## config.mk

```make
export PLATFORM = sky130hd
export DESIGN_NAME = dq_queue
export DESIGN_NICKNAME = d
export VERILOG_FILES = /design/src/rtl/dq_pkg.sv /design/src/rtl/dq_queue.sv
export SDC_FILE = /design/constraint.sdc
export NUM_CORES = 1
export LEC_CHECK = 0
export BUFFER_PORTS_ARGS = -buffer_cell sky130_fd_sc_hd__buf_2
export CORE_MARGIN = 2
export CORE_UTILIZATION = 45
export DETAILED_ROUTE_END_ITERATION = 8
export MAX_ROUTING_LAYER = met4
export PLACE_DENSITY = 0.7
export RECOVER_POWER = 50
export SKIP_CTS_REPAIR_TIMING = 1
export SYNTH_ARGS = -nofsm -noshare
export SYNTH_HDL_FRONTEND = slang
export SYNTH_SLANG_ARGS = --single-unit
```

## constraint.sdc

```tcl
create_clock -name clk -period 3.9 [get_ports clk]
set_input_delay 0.39 -clock clk [delete_from_list [all_inputs] [get_ports clk]]
set_output_delay 0.39 -clock clk [all_outputs]
set_load 0.02 [all_outputs]
```

## src/rtl/dq_pkg.sv

```systemverilog
// Shared constants, codes and types of the double-ended queue.
package dq_pkg;

    // Slot indexes wrap by truncation, so the capacity must be a power of two.
    localparam int CAPACITY    = 16;
    localparam int ELEM_BITS   = 32;
    localparam int ADDR_W      = $clog2(CAPACITY);
    localparam int CNT_W       = $clog2(CAPACITY + 1);

    localparam int CMD_W       = 3;
    localparam int POS_W       = 8;
    localparam int VALUE_W     = 32;
    localparam int STATUS_W    = 2;
    localparam int SIZE_W      = 5;
    localparam int CMP_W       = (CNT_W > POS_W) ? CNT_W : POS_W;

    localparam int QUEUE_DEPTH = 2;
    localparam int QPTR_W      = $clog2(QUEUE_DEPTH);
    localparam int QCNT_W      = $clog2(QUEUE_DEPTH + 1);

    localparam logic [CMD_W-1:0] CMD_PUSH_BACK   = 3'd0;
    localparam logic [CMD_W-1:0] CMD_PUSH_FRONT  = 3'd1;
    localparam logic [CMD_W-1:0] CMD_READ_INDEX  = 3'd2;
    localparam logic [CMD_W-1:0] CMD_WRITE_INDEX = 3'd3;
    localparam logic [CMD_W-1:0] CMD_READ_FRONT  = 3'd4;
    localparam logic [CMD_W-1:0] CMD_READ_BACK   = 3'd5;
    localparam logic [CMD_W-1:0] CMD_WRITE_FRONT = 3'd6;
    localparam logic [CMD_W-1:0] CMD_WRITE_BACK  = 3'd7;

    localparam logic [STATUS_W-1:0] ST_OK    = 2'd0;
    localparam logic [STATUS_W-1:0] ST_RANGE = 2'd1;
    localparam logic [STATUS_W-1:0] ST_FULL  = 2'd2;

    typedef enum logic [1:0] {
        OP_PUSH_BACK,
        OP_PUSH_FRONT,
        OP_ACCESS
    } op_kind_t;

    typedef enum logic [1:0] {
        SEL_INDEX,
        SEL_FRONT,
        SEL_BACK
    } sel_t;

    typedef struct packed {
        logic [CMD_W-1:0]   cmd;
        logic [POS_W-1:0]   position;
        logic [VALUE_W-1:0] value_in;
    } cmd_item_t;

    typedef struct packed {
        logic [VALUE_W-1:0]  value_out;
        logic [STATUS_W-1:0] status;
        logic [SIZE_W-1:0]   size;
        logic                is_empty;
    } result_t;

    typedef struct packed {
        op_kind_t             kind;
        sel_t                 sel;
        logic                 is_write;
        logic [POS_W-1:0]     position;
        logic [ELEM_BITS-1:0] value;
    } op_t;

endpackage

```

## src/rtl/dq_queue.sv

```systemverilog
// Short operation queue between the front end and the execution unit.
module dq_queue
    import dq_pkg::*;
(
    input  logic clk,
    input  logic rst_n,
    input  logic in_valid,
    input  op_t  in_op,
    output logic in_ready,
    output logic out_valid,
    output op_t  out_op,
    input  logic out_ready
);

    op_t               entry_reg [QUEUE_DEPTH];
    logic [QPTR_W-1:0] wr_ptr_reg;
    logic [QPTR_W-1:0] rd_ptr_reg;
    logic [QCNT_W-1:0] fill_reg;
    logic              push;
    logic              pop;

    assign in_ready  = (fill_reg != QCNT_W'(QUEUE_DEPTH));
    assign out_valid = (fill_reg != '0);
    assign out_op    = entry_reg[rd_ptr_reg];
    assign push      = in_valid && in_ready;
    assign pop       = out_valid && out_ready;

    always_ff @(posedge clk or negedge rst_n)
    begin
        if (!rst_n)
        begin
            wr_ptr_reg <= '0;
            rd_ptr_reg <= '0;
            fill_reg   <= '0;
        end
        else
        begin
            if (push)
            begin
                wr_ptr_reg <= (wr_ptr_reg == QPTR_W'(QUEUE_DEPTH - 1)) ? '0
                                                                        : wr_ptr_reg + 1'b1;
            end
            if (pop)
            begin
                rd_ptr_reg <= (rd_ptr_reg == QPTR_W'(QUEUE_DEPTH - 1)) ? '0
                                                                        : rd_ptr_reg + 1'b1;
            end
            if (push && !pop)
            begin
                fill_reg <= fill_reg + 1'b1;
            end
            else if (pop && !push)
            begin
                fill_reg <= fill_reg - 1'b1;
            end
        end
    end

    always_ff @(posedge clk)
    begin
        if (push)
        begin
            entry_reg[wr_ptr_reg] <= in_op;
        end
    end

endmodule

```

==> flow_summary.json, run 1 <==
{
  "worstSetupPathDepth": 4,
  "antenna_found_initial": 0,
  "postSynthAreaPerCell_um2": 23.04,
  "worst_setup_path_startpoint": "fill_reg[0]$_DFFE_PN0P_",
  "antenna_cells": 0,
  "drive_above_1_share_pct": 52.61,
  "grt-ovfl-total": 0,
  "period_needed_ns": 2.872,
  "synth_seq_area_share_pct": 76.98,
  "cts_buffer_depth": 2,
  "timing.rr.end": "entry_reg[0][9]$_DFFE_PP_",
  "clock-sinks": 94,
  "start_kind": "register",
  "reg2regPathDepth": 4,
  "min_from": "in_op[41]",
  "nNetsFinal": 313,
  "fin_setup_tns_ns": 0,
  "syn-instance-count": 158,
  "wl_per_cell_um": 14.78,
  "fmax_mhz": 348.2,
  "r2r_slack_ns": 1.03,
  "post-route-period-util_pct": 73.63,
  "hpwl_um": 3545,
  "ant_nets": 0,
  "hold_viol": 0,
  "via_per_inst": 4.784,
  "synth_warnings": 0,
  "syn-cell-area_um2": 3641,
  "p_comb_share_pct": 37.3,
  "slowest_stage": "nor2_1",
  "worstPathCellList": "nand2b_1, nand2_1, nor2_1, buf_4",
  "track_usage_pct": 13.49,
  "io_buffers": 95,
  "violations": "max-capacitance violations, max-slew violations",
  "tightest_slew_ns": 1.751,
  "final_common_cell": "edfxtp_1",
  "cts_tree": "done",
  "start_util_pct": 46.87,
  "stdcell_area_um2": 4339,
  "cp_num_buf_inv": 1,
  "worstReg2RegStart": "fill_reg[0]$_DFFE_PN0P_",
  "crit_type": "register to register",
  "maxCapViolations": 1,
  "rsz0062_at_grt": "no",
  "p_int_w": 0.002166,
  "seqPwrFrac_pct": 45.4,
  "layout_common_cells": "edfxtp_1 (90), buf_2 (76), mux2_4 (39), clkbuf_1 (20), clkbuf_8 (9)",
  "path_max_fanout": 25,
  "cts_root_buf": "clkbuf_8",
  "cts-htree-levels": 3,
  "drc_errors": 0,
  "syn_nets": 208,
  "gp_congestion": 0.6851,
  "cp.arrival_ns": 2.89,
  "endpoint_kind": "register",
  "core_region_area_um2": 7767,
  "grt_start_max_net_pins": 46,
  "ys_ff_latch": 94,
  "pwr-share-clk_pct": 17.3,
  "placed_area_um2": 4185,
  "p_switching_w": 0.001092,
  "min_path_type": "input pin to register",
  "vias": 1770,
  "first_iter_violations": 93,
  "die_w_um": 93.95,
  "insertion_delay_ns": 0.35,
  "die_y_um": 93.95,
  "die-area_um2": 8827,
  "grt_pass1_vias": 1817,
  "holdWs_ns": 0.2192,
  "area_delta_synth_final_pct": 19.18,
  "setup_viol": 0,
  "power.leakage_nw": 1.701,
  "ys_types": 15,
  "slew_headroom_pct": -17.15,
  "crit_path_max_incr_delay_ns": 1.30,
  "endpoint": "entry_reg[0][9]$_DFFE_PP_",
  "p_per_area_nw_per_um2": 750.8,
  "critPathTopFamily": "simple AND/OR/NAND/NOR gates",
  "grt_pass1_wl_um": 8418,
  "drt_pass1_iterations": 4,
  "numCtsBuffers": 9,
  "clock_skew_ns": 0.01171,
  "rows": 32,
  "required_ns": 3.91,
  "largest_reg_flops": 90,
  "num_io_pins": 96,
  "status": "finished, violations left",
  "swShare_pct": 33.51,
  "clk_pin_slew_ns": 0.09,
  "vdd_drop_max_v": 0.0003394,
  "wirelength_um": 5469,
  "slew_viol_final": 22,
  "fillers": 644
}
==> per-layer routing <==
metal  wire length, um  GRT usage [%]  vias up  share of wire [%]
li1                  -              -      823                  -
met1              2358          16.86      860                 43
met2              2560          20.00       78                 47
met3               434          3.692        9                7.9
met4               115          7.609        0                2.1
met5                 0              -        -                  0
==> Yosys cell counts <==
cell	n	area [um^2]
xor2_1	2	17.52
and3_1	1	6.260
dfrtp_1	4	100.1
nand2_1	2	7.510
xnor2_1	3	26.28
mux2_2	6	67.56
buf_12	4	80.08
nand2b_1	1	6.260
or2_1	1	6.260
nor2_1	2	7.510
edfxtp_1	90	2703
mux2_4	39	585.6
ha_1	1	12.51
buf_6	1	11.26
inv_1	1	3.750
==> power groups by stage <==
| stage | Sequential (W) | Combinational [W] | Clock [W] |
|---|---|---|---|
| 6_report | 0.00148 | 0.00121 | 0.000563 |
| 5_1_grt | 0.00150 | 0.00131 | 0.000615 |
| 4_1_cts | 0.00149 | 0.00125 | 0.000582 |
| 3_5_place_dp | 0.00151 | 0.00125 | 0 |
| 3_3_place_gp | 0.00150 | 0.00124 | 0 |
| 2_1_floorplan | 0.00146 | 0.00103 | 0 |
==> per-stage QoR <==
step / cells / total power [W] / utilization (%) / setup slack (ns)
3_3_place_gp: 353 / 0.002735 / 53.88 / 1.913
2_1_floorplan: 158 / 0.002490 / - / 0.7619
5_1_grt: 370 / 0.003429 / 55.86 / 0.7573
3_5_place_dp: 353 / 0.002754 / 53.88 / 1.856
6_report: 370 / 0.003258 / 55.86 / 1.028
4_1_cts: 369 / 0.003316 / 56.14 / 1.518
==> how the worst min path moves through the flow <==
stage | endpoint | slack, ns | cells after the start
after CTS | fill_reg[1]$_DFFE_PN0P_ | -0.18 | 1
final | entry_reg[1][41]$_DFFE_PP_ | 0.22 | 1
after floorplan | fill_reg[0]$_DFFE_PN0P_ | 0.09 | 0
after global routing | entry_reg[0][41]$_DFFE_PP_ | 0.20 | 1
after detailed placement | fill_reg[0]$_DFFE_PN0P_ | 0.20 | 1
after global placement | fill_reg[0]$_DFFE_PN0P_ | 0.20 | 1
==> layout make-up <==
type	instances	area [um^2]	share of cell area (%)
Inverter	1	3.754	0.08651
Timing Repair Buffer	99	484.2	11.16
Clock inverter	6	47.55	1.096
Clock buffer	10	127.6	2.941
Multi-Input combinational cell	58	744.5	17.16
Sequential cell	94	2804	64.62
Tap cell	102	127.6	2.941
==> cell families (layout without fill, tap and decap cells) <==
kind of cell | count (synthesis) | after routing | share of synthesized area (%)
buffers and inverters | 6 | 116 | 2.612
XOR/XNOR | 5 | 5 | 1.203
flip-flops | 94 | 94 | 76.98
AND/OR/NAND/NOR | 7 | 7 | 0.9283
adder cells (fa/ha/maj) | 1 | 1 | 0.3436
multiplexers | 45 | 45 | 17.94
Power figures use the tool's default switching activity.
==> run 2: changes to the inputs <==
--- a/config.mk
+++ b/config.mk
@@ -5,6 +5,7 @@
 export SDC_FILE = /design/constraint.sdc
 export NUM_CORES = 1
 export LEC_CHECK = 0
+export ABC_AREA = 1
 export BUFFER_PORTS_ARGS = -buffer_cell sky130_fd_sc_hd__buf_2
 export CORE_MARGIN = 2
 export CORE_UTILIZATION = 45
==> constraint.sdc (replaced) <==
create_clock -name clk -period 3 [get_ports clk]
set_input_delay 0.3 -clock clk [delete_from_list [all_inputs] [get_ports clk]]
set_output_delay 0.3 -clock clk [all_outputs]
set_load 0.02 [all_outputs]
==> run 2 against run 1 <==
Non-clock buffer count stayed put; worst setup slack worse by 0.055 ns; the run now ends clean; routed wire length grew 17%; largest power group unchanged; utilization down 0.52 points; highest routed layer unchanged.
==> flow_summary.json, run 2 <==
{
  "path_max_fanout": 46,
  "area_delta_synth_final_pct": 19.97,
  "rsz0062_at_grt": "no",
  "hold_end": "entry_reg[1][18]$_DFFE_PP_",
  "layout_common_cells": "nand2_1 (145), edfxtp_1 (90), buf_2 (72), clkbuf_1 (24), clkbuf_8 (9)",
  "holdWs_ns": 0.1400,
  "stdcell_area_um2": 4254,
  "die-area_um2": 8606,
  "start_kind": "register",
  "rows": 32,
  "final_common_cell": "nand2_1",
  "slew_viol_final": 0,
  "grt_pass1_wl_um": 9894,
  "clock-sinks": 94,
  "syn-instance-count": 263,
  "cts-htree-levels": 3,
  "core_region_area_um2": 7687,
  "vdd_drop_max_v": 0.0004750,
  "hold_viol": 0,
  "num_io_pins": 96,
  "holdPathStages": 1,
  "maxCapViolations": 0,
  "synth_seq_area_share_pct": 79.04,
  "worstReg2RegStart": "fill_reg[0]$_DFFE_PN0P_",
  "postSynthAreaPerCell_um2": 13.48,
  "cts_buffer_depth": 2,
  "syn-cell-area_um2": 3546,
  "reg2regPathDepth": 5,
  "tightest_slew_ns": 0.7856,
  "required_ns": 2.70,
  "slew_headroom_pct": 47.55,
  "min_path_type": "input pin to register",
  "preCtsSetupSlack_ns": 1.226,
  "ys_ff_latch": 94,
  "cts_root_buf": "clkbuf_8",
  "r2r_slack_ns": 1.15,
  "synth_top_area_cell": "edfxtp_1",
  "drt_pass1_iterations": 4,
  "setup_ws_ns": 0.9732,
  "yosysMostFrequentCell": "nand2_1",
  "synth_top_area_share_pct": 76.22,
  "power.leakage_nw": 1.803,
  "vias": 2139,
  "ys.flop_type": "edfxtp_1",
  "pwr-share-clk_pct": 18.0,
  "min_from": "in_op[18]",
  "period_needed_ns": 2.027,
  "cp.arrival_ns": 1.73,
  "drive_above_1_share_pct": 24.73,
  "antenna_found_initial": 0,
  "drc_errors": 0,
  "synth_commonest_cells": "nand2_1 (144), edfxtp_1 (90), inv_1 (6)",
  "placed_area_um2": 4096,
  "seqPwrFrac_pct": 43.9,
  "syn_nets": 313,
  "multiInputGateArea_um2": 613.1,
  "register_area_um2": 2804,
  "clock_skew_ns": 0.009122,
  "postSynth.asyncResetShare_pct": 4.255,
  "grt_start_max_net_pins": 47,
  "largest_reg_flops": 90,
  "track_usage_pct": 15.87,
  "nNetsFinal": 414,
  "p_comb_share_pct": 38.1,
  "fillers": 685,
  "wl_per_cell_um": 13.64,
  "io_buffers": 95,
  "die_w_um": 92.77,
  "synth_warnings": 0,
  "cts_tree": "done",
  "p_per_area_nw_per_um2": 1003,
  "ys_types": 16,
  "p_switching_w": 0.001632,
  "timing.rr.end": "entry_reg[1][19]$_DFFE_PP_",
  "synth_top_cells_by_area": "edfxtp_1 (76%), nand2_1 (15%), dfrtp_1 (2.8%), buf_12 (2.3%), inv_1 (0.64%)",
  "crit_type": "register to output port",
  "gp_congestion": 0.6923,
  "first_iter_violations": 59,
  "via_per_inst": 4.551,
  "start_util_pct": 46.13,
  "grt_pass1_vias": 2070,
  "die_y_um": 92.77,
  "antenna_cells": 0,
  "ant_nets": 0,
  "fmax_mhz": 493.4,
  "grt-ovfl-total": 0,
  "insertion_delay_ns": 0.34,
  "postLayoutCoreUtil_pct": 55.34,
  "numCtsBuffers": 9,
  "setup_viol": 0,
  "swShare_pct": 38.25,
  "hpwl_um": 4166,
  "endpoint_kind": "output port",
  "p_int_w": 0.002635,
  "fin_setup_tns_ns": 0,
  "wirelength_um": 6409,
  "clk_pin_slew_ns": 0.09,
  "synth_edf_count": 90,
  "post-route-period-util_pct": 67.56,
  "status": "finished clean"
}
run 2: changes by cell type after synthesis, sizes merged:
cell / previous run / this run
nand2: 2 / 145
buf: 5 / 8
clkbuf: 0 / 1
xor2: 2 / 1
and3: 1 / 0
mux2: 45 / 0
nand4: 0 / 1
inv: 1 / 7
or2: 1 / 0
nand3: 0 / 2
nand2b: 1 / 0
xnor2: 3 / 1
run 2: cell families after synthesis:
kind of cell	share of synthesized area, %
buf+inv	4.022
xor+xnor	0.4941
fa+ha+maj	0.3528
flops	79.04
simple gates	16.09
run 2: how the worst max path moves through the flow:
stage                     cells past startpoint                    endpoint                     from
after detailed placement                      5  entry_reg[1][17]$_DFFE_PP_  fill_reg[0]$_DFFE_PN0P_
after floorplan                               4   entry_reg[0][0]$_DFFE_PP_  fill_reg[0]$_DFFE_PN0P_
after global routing                          4                   out_op[1]   rd_ptr_reg$_DFFE_PN0P_
after global placement                        5  entry_reg[1][17]$_DFFE_PP_  fill_reg[0]$_DFFE_PN0P_
after CTS                                     4                  out_op[23]   rd_ptr_reg$_DFFE_PN0P_
final                                         4                  out_op[36]   rd_ptr_reg$_DFFE_PN0P_
run 2: power by group through the flow:
stage                     clock (W)  sequential (W)  combinational, W
after floorplan                   0         0.00190           0.00120
after global placement            0         0.00189           0.00163
after detailed placement          0         0.00191           0.00166
after CTS                  0.000784         0.00188           0.00167
after global routing       0.000848         0.00190           0.00179
final                      0.000767         0.00187           0.00163
run 2: critical path: stages (launching register included):
cell     delay, ns
dfrtp_2       0.41
inv_2         0.57
nand2_1       0.11
nand2_1       0.11
buf_2         0.16
run 2: layout make-up:
type                       count  area share (%)
inverter                       7          0.6176
clock inverter                 5           1.206
sequential                    94           65.91
timing repair buffer          99           11.85
multi-input combinational    153           14.41
tap                          102           3.000
clock buffer                  10           3.000
run 2: metrics by stage:
stage | cells | total power, W
4_1_cts | 469 | 0.004326
3_3_place_gp | 454 | 0.003520
6_report | 470 | 0.004266
5_1_grt | 470 | 0.004543
3_5_place_dp | 454 | 0.003567
2_1_floorplan | 263 | 0.003099
run 2: metal layers:
| metal | track usage, % | part of all wire (%) | vias up |
|---|---|---|---|
| met4 | 6.985 | 1.7 | 0 |
| li1 | - | - | 1080 |
| met3 | 3.255 | 5.0 | 10 |
| met5 | - | 0 | - |
| met2 | 26.09 | 52 | 65 |
| met1 | 19.10 | 41 | 984 |
==> run 3: changes to the inputs <==
==> constraint.sdc (replaced) <==
create_clock -name clk -period 1.9 [get_ports clk]
set_input_delay 0.19 -clock clk [delete_from_list [all_inputs] [get_ports clk]]
set_output_delay 0.19 -clock clk [all_outputs]
set_load 0.02 [all_outputs]
==> run 3 against run 2 <==
Register-to-register slack got worse by 0.94 ns; clock skew grew 0.0028 ns; non-clock buffer count up 5; sequential power grew 58%; routed wire length shrank 2.5%; total power up 60%; clock-buffer cell count grew 3; sequential share of layout area shrank 0.48 points; largest cell class unchanged; largest power group unchanged.
==> flow_summary.json, run 3 (same netlist as run 2, synthesis figures left out) <==
{
  "start_kind": "register",
  "ant_nets": 0,
  "via_per_inst": 4.580,
  "wirelength_um": 6249,
  "crit_type": "register to register",
  "fmax_mhz": 592.4,
  "power.leakage_nw": 1.832,
  "rsz0062_at_grt": "no",
  "core_region_area_um2": 7687,
  "num_io_pins": 96,
  "holdPathStages": 1,
  "track_usage_pct": 15.42,
  "numCtsBuffers": 9,
  "rows": 32,
  "start_util_pct": 46.13,
  "min_path_type": "input pin to register",
  "gp_congestion": 0.7097,
  "grt-ovfl-total": 0,
  "nNetsFinal": 419,
  "cts_tree": "done",
  "final_common_cell": "nand2_1",
  "grt_pass1_wl_um": 9646,
  "cp.arrival_ns": 1.67,
  "area_delta_synth_final_pct": 20.85,
  "post-place-cells": 459,
  "die_y_um": 92.77,
  "io_buffers": 95,
  "p_per_area_nw_per_um2": 1589,
  "hold_viol": 0,
  "die-area_um2": 8606,
  "vdd_drop_max_v": 0.0008180,
  "drive_above_1_share_pct": 27.27,
  "period_needed_ns": 1.688,
  "drc_errors": 0,
  "maxCapViolations": 0,
  "largest_reg_flops": 90,
  "vias": 2180,
  "insertion_delay_ns": 0.35,
  "instances_no_fill": 476,
  "path_max_fanout": 20,
  "antenna_found_initial": 0,
  "grt_pass1_vias": 2089,
  "tightest_slew_ns": 0.5370,
  "clock-sinks": 94,
  "first_iter_violations": 84,
  "die_w_um": 92.77,
  "antenna_cells": 0,
  "required_ns": 1.89,
  "clk_pin_slew_ns": 0.09,
  "clock_skew_ns": 0.01187,
  "power_w": 0.006810,
  "cts-htree-levels": 3,
  "endpoint_kind": "register",
  "reg2regPathDepth": 5,
  "cts_buffer_depth": 2,
  "wl_per_cell_um": 13.13,
  "grt_start_max_net_pins": 28,
  "setup_viol": 0,
  "layout_common_cells": "nand2_1 (145), edfxtp_1 (90), buf_2 (77), clkbuf_1 (21), clkbuf_8 (10)",
  "hpwl_um": 4037,
  "holdWs_ns": 0.02462,
  "post-route-period-util_pct": 88.84,
  "fin_setup_tns_ns": 0,
  "status": "finished clean",
  "drt_pass1_iterations": 4,
  "slew_viol_final": 0,
  "cts_root_buf": "clkbuf_8",
  "slew_headroom_pct": 64.20
}
-- run 3: through the flow --
step | setup slack, ns | instance area, um^2 | utilization [%]
floorplan | -0.4364 | 3551 | -
global placement | 0.4883 | 4109 | 53.45
detailed placement | 0.4111 | 4109 | 53.45
CTS | 0.2469 | 4303 | 55.97
global route | 0.08054 | 4285 | 55.75
finish | 0.2120 | 4285 | 55.75
-- run 3: path summary, 6_finish.rpt --
| check | from | endpoint | slack [ns] |
|---|---|---|---|
| hold reg to reg | fill_reg[0]$_DFFE_PN0P_ | fill_reg[0]$_DFFE_PN0P_ | 0.50 |
| min in group asynchronous | rst_n | fill_reg[0]$_DFFE_PN0P_ | 0.21 |
| setup / recovery | fill_reg[0]$_DFFE_PN0P_ | entry_reg[0][11]$_DFFE_PP_ | 0.21 |
| hold / removal | in_op[4] | entry_reg[1][4]$_DFFE_PP_ | 0.02 |
| max in group asynchronous | rst_n | rd_ptr_reg$_DFFE_PN0P_ | 1.47 |
| setup reg to reg | fill_reg[0]$_DFFE_PN0P_ | entry_reg[0][11]$_DFFE_PP_ | 0.21 |
-- run 3: layout make-up --
| cell class | instances | area, um^2 |
|---|---|---|
| fill | 694 | 3402 |
| sequential | 94 | 2804 |
| multi-input combinational | 153 | 613.1 |
| timing repair buffer | 104 | 520.5 |
| clock buffer | 13 | 148.9 |
| tap | 102 | 127.6 |
| clock inverter | 3 | 45.04 |
| inverter | 7 | 26.28 |
-- run 3: report_power, final --
part	switching, W	total, W	internal, W
combinational	0.00183	0.00257	0.000745
clock	0.000632	0.00128	0.000646
sequential	0.000126	0.00296	0.00283
-- run 3: metal layers --
layer,up-vias,wire length [um],track usage (%)
li1,1090,-,-
met1,1021,2696,18.01
met2,60,3142,25.18
met3,9,292,3.336
met4,0,117,8.088
met5,-,0,-
-- run 3: critical path, cell delays in order, from the launching register on --
cell      delay [ns]
dfrtp_1         0.39
inv_1           0.09
nand2_1         0.08
nand2_1         0.18
nor2_4          0.13
clkbuf_2        0.46
